## config.mk

```make
export PLATFORM = sky130hd
export DESIGN_NAME = tcat_mul
export DESIGN_NICKNAME = d
export VERILOG_FILES = /design/src/rtl/tcat_pkg.sv /design/src/rtl/tcat_mul.sv
export SDC_FILE = /design/constraint.sdc
export NUM_CORES = 2
export LEC_CHECK = 0
export BUFFER_PORTS_ARGS = -buffer_cell sky130_fd_sc_hd__buf_4
export CELL_PAD_IN_SITES_DETAIL_PLACEMENT = 1
export CELL_PAD_IN_SITES_GLOBAL_PLACEMENT = 2
export CORE_ASPECT_RATIO = 1.1
export CORE_UTILIZATION = 25
export DETAILED_ROUTE_END_ITERATION = 8
export HOLD_SLACK_MARGIN = 0.15
export PLACE_DENSITY = 0.5
export SLEW_MARGIN = 0
export SYNTH_ARGS = -nofsm -noshare
export SYNTH_HDL_FRONTEND = slang
export SYNTH_SLANG_ARGS = --single-unit
export TNS_END_PERCENT = 1
```

## constraint.sdc

```tcl
create_clock -name clock -period 7.45 [get_ports clock]
set_input_delay 0.3725 -clock clock [delete_from_list [all_inputs] [get_ports clock]]
set_output_delay 0.3725 -clock clock [all_outputs]
set_load 0.05 [all_outputs]
```

## src/rtl/tcat_pkg.sv

```systemverilog
package tcat_pkg;

   // Multiplier: one register of 33 x 33 limb products, then a registered
   // adder tree over a fixed 32 leaves, five levels deep.
   localparam int MUL_LEAVES = 32;
   localparam int MUL_LAT    = 6;

   // Edge, determinant and final word widths.
   localparam int EW   = 33;
   localparam int SQW  = 67;
   localparam int MW   = 67;
   localparam int NW   = 136;
   localparam int DW   = 102;
   localparam int DSW  = 206;
   localparam int NOMW = 280;

   localparam int PIPE_LAT = 4 * MUL_LAT + 4;

   localparam logic [NOMW-1:0] TINY_DIV = NOMW'(1000000000);
   localparam logic [NOMW-1:0] TINY_DEN =
      ((NOMW'(1) << 96) + TINY_DIV - NOMW'(1)) / TINY_DIV;
   localparam logic [NOMW-1:0] TINY_NOM =
      ((NOMW'(1) << 128) + TINY_DIV - NOMW'(1)) / TINY_DIV;

   localparam logic [3:0] ADDR_ALPHA = 4'h0;

   typedef enum logic [1:0] {
      VERDICT_REJECT = 2'd0,
      VERDICT_ACCEPT = 2'd1,
      VERDICT_SLIVER = 2'd2
   } verdict_type;

endpackage

```

## src/rtl/tcat_mul.sv

```systemverilog
module tcat_mul #(
   parameter int AW = 33,
   parameter int BW = 33,
   parameter int PW = 66
) (
   input  logic                 clock,
   input  logic                 en,
   input  logic signed [AW-1:0] a,
   input  logic signed [BW-1:0] b,
   output logic signed [PW-1:0] p
);

   localparam int NA = (AW + 31) / 32;
   localparam int NB = (BW + 31) / 32;
   localparam int NP = NA * NB;

   logic signed [NA*32-1:0] a_x;
   logic signed [NB*32-1:0] b_x;
   logic signed [32:0]      al [NA];
   logic signed [32:0]      bl [NB];
   logic signed [65:0]      pp_ff [NP];
   logic signed [PW-1:0]    leaf [tcat_pkg::MUL_LEAVES];
   logic signed [PW-1:0]    node_ff [tcat_pkg::MUL_LEAVES-1];

   assign a_x = (NA*32)'(a);
   assign b_x = (NB*32)'(b);

   // Lower limbs are unsigned; only the top limb carries the sign.
   for (genvar i = 0; i < NA; i++) begin : g_al
      if (i == NA - 1) begin : g_top
         assign al[i] = {a_x[32*i+31], a_x[32*i+:32]};
      end else begin : g_low
         assign al[i] = {1'b0, a_x[32*i+:32]};
      end
   end

   for (genvar j = 0; j < NB; j++) begin : g_bl
      if (j == NB - 1) begin : g_top
         assign bl[j] = {b_x[32*j+31], b_x[32*j+:32]};
      end else begin : g_low
         assign bl[j] = {1'b0, b_x[32*j+:32]};
      end
   end

   for (genvar k = 0; k < NP; k++) begin : g_pp
      always_ff @(posedge clock) begin
         if (en) begin
            pp_ff[k] <= al[k/NB] * bl[k%NB];
         end
      end
   end

   for (genvar k = 0; k < tcat_pkg::MUL_LEAVES; k++) begin : g_leaf
      if (k < NP) begin : g_used
         assign leaf[k] = PW'(pp_ff[k]) <<< (32 * (k/NB + k%NB));
      end else begin : g_zero
         assign leaf[k] = '0;
      end
   end

   // Heap-ordered tree: node n sums nodes 2n+1 and 2n+2; on the bottom level those children are leaves.
   for (genvar n = 0; n < tcat_pkg::MUL_LEAVES - 1; n++) begin : g_node
      if (2*n + 1 >= tcat_pkg::MUL_LEAVES - 1) begin : g_bottom
         always_ff @(posedge clock) begin
            if (en) begin
               node_ff[n] <= leaf[2*n+1-(tcat_pkg::MUL_LEAVES-1)]
                           + leaf[2*n+2-(tcat_pkg::MUL_LEAVES-1)];
            end
         end
      end else begin : g_inner
         always_ff @(posedge clock) begin
            if (en) begin
               node_ff[n] <= node_ff[2*n+1] + node_ff[2*n+2];
            end
         end
      end
   end

   assign p = node_ff[0];

endmodule

```

==> results.toml <==
[run_status]
status = "finished, final reports clean"

[global_routing]
grt_max_degree = 129
grt_usage_pct = 15.9
antenna_found_initial = 23
grt-ovfl-total = 0
top_usage_layer = "met2"
use_met2_pct = 28.4
grt.met3_usage_pct = 1.08
use_met1_pct = 20.4
grt_pass1_wl_mm = 256
grt_pass1_vias = 39786

[sta]
max_slew_margin_pct = 37.6
finalCriticalPeriod_ns = 7.25
worst_pin_slew_ns = 0.936
max_freq_ghz = 0.138
skew_ns = 0.0380
hold_ws_ns = 0.310
finalSetupViolCount = 0
rsz0062_at_grt = "true"
tns_ns = 0
drv_slew = 0
hold_violations = 0
finalCritPeriodShare_pct = 97.3

[yosys]
synthAdderAreaFrac_pct = 41.2
syn_avg_cell_area_um2 = 10.7
synth_compound_area_share_pct = 4.77
syn-num-nets = 6305
synth-xor-area-share_pct = 2.77
synthesis.area_um2 = 53800
ys_ff_latch = 498
yosysUniqueCellTypes = 75
synth_edf_count = 498
yosys.area_share.simple_pct = 14.3
synth_top_family_by_area = "adder cells"
yosys_warnings = 0
synthMuxAreaShare_pct = 0.0372
syn_inst = 5008
async_reset_ff_share_pct = 0
ys_seq_area_share_pct = 27.8
ys.flop_type = "edfxtp_1"

[critical_path]
startpoint_type = "primary input"
end_kind = "flip-flop"
reg2reg_depth = 11
path_max_fanout = 14
worst-setup-path-type = "primary input to flip-flop"
worstPathRequired_ns = 7.81
crit_arrival_ns = 7.61

[clock_network]
cts_tree = "done"
clk_pin_slew_ns = 0.06
htree_levels = 2
cts.sinks = 498
insertion_delay_ns = 0.62
cts-root-buf = "clkbuf_16"
cts_made_buffers = 49
clockBufferDepth = 3

[die]
start_util_pct = 25.1
die_height_um = 488
boundaryPins = 134
dieArea_um2 = 217000
die_x_um = 444
core_um2 = 214000
fp-row-count = 178

[route]
first_iter_violations = 1420
drt-total-wl_mm = 169
first_pass_iters = 5
drtAntennaViolNets = 0
wl_per_cell_um = 20.9
drc_errors = 0
viasPerCell = 4.28
vias = 34728

[hold_path]
holdPathStages = 1
worstHoldPathType = "primary input to flip-flop"

[place]
place_congestion = 0.802
post_dp_cell_area_um2 = 60400
dp_hpwl_mm = 144
portBuffers = 133

[final_layout]
syn_to_final_growth_pct = 15.7
drive_gt1_share_pct = 12.8
layout.nets = 6581
fin_area_um2 = 62200
final_common_cell = "inv_1"
final_cell_mix = "900 x inv_1, 898 x fa_1, 645 x and2_1"

[job]
drv_cap = 0
metrics by stage:
stage	util [%]	setup slack, ns	cells
4_1_cts	29.0	0.0181	8112
5_1_grt	29.1	-0.0415	8117
2_1_floorplan	-	0.00919	5008
6_report	29.1	0.198	8121
3_5_place_dp	28.3	-0.771	8022
3_3_place_gp	28.3	-0.733	8022
timing repair:
action | 4_1_cts | 5_1_grt
setup buffers | 0 | 1
pin swaps | 1 | 3
gates resized for setup | 2 | 25
hold buffers | 0 | 0
hold endpoints to repair | 0 | 0
endpoints found under the setup margin | 3 | 14
critical path, cell delays in order:
cell and delay (ns):
buf_4 0.19, and2_1 0.21, fa_1 0.53, inv_1 0.05, fa_1 0.50, fa_1 0.47
fa_1 0.55, inv_1 0.06, fa_1 0.50, inv_1 0.06, fa_1 0.53, inv_1 0.05
fa_1 0.49, fa_1 0.41, ha_1 0.30, a21o_1 0.21, buf_4 0.14, a21oi_1 0.12
o21ai_0 0.11, a311o_2 0.50, a311o_1 0.46, a211oi_4 0.31, o21ai_1 0.12, a41oi_1 0.26
xnor2_1 0.09
area by class of cell:
cell class | count | area, um^2
fillers | 23890 | 152000
multi-input cells | 3266 | 34000
flip-flops and latches | 498 | 15000
repair buffers | 569 | 4760
well taps | 2790 | 3490
inverters | 900 | 3380
clock buffers | 59 | 1260
clock inverters | 31 | 343
diodes | 8 | 20.0
cell families (layout without fill, tap and decap cells):
family                     Yosys count  count (layout)
muxes                                2               2
adders and majority gates         1229            1229
xor gates and xnor gates           170             170
AOI/OAI and AO/OA                  409             409
DFF                                498             498
other                                1               9
buffers and inverters             1244            1559
and+or+nand+nor                   1455            1455
cell usage after synthesis (all sizes together), types with 28 or more instances:
master	count	area (um^2)
buf	72	531
and2	645	4040
xnor2	118	1030
nand2	507	1910
ha	331	4140
xor2	52	455
nand3	29	145
fa	898	18000
nand2b	29	181
nor2	81	314
o21ai	92	460
a21oi	135	683
a21o	65	488
edfxtp	498	15000
nor3	28	150
clkbuf	272	1020
inv	900	3380
metal layers:
metal,wire length (um),vias up
li1,-,16008
met1,74900,18113
met4,5520,4
met5,23,-
met2,85600,414
met3,3360,189
path summary, 6_finish.rpt:
kind | startpoint | end | slack (ns)
min | en | node_ff[0][78] | 0.31
max reg2reg | pp_ff[0][33] | node_ff[0][1055] | 3.72
min reg2reg | pp_ff[0][11] | node_ff[0][1001] | 0.40
max | b[2] | pp_ff[0][61] | 0.20
flip-flops by register name, indices dropped and copies added (netlist names):
signal,flops
node_ff,364
pp_ff,134
Power is left out: the tool's default activity adds up to more than one toggle a clock period on the data nets, which glitch-free logic cannot reach.
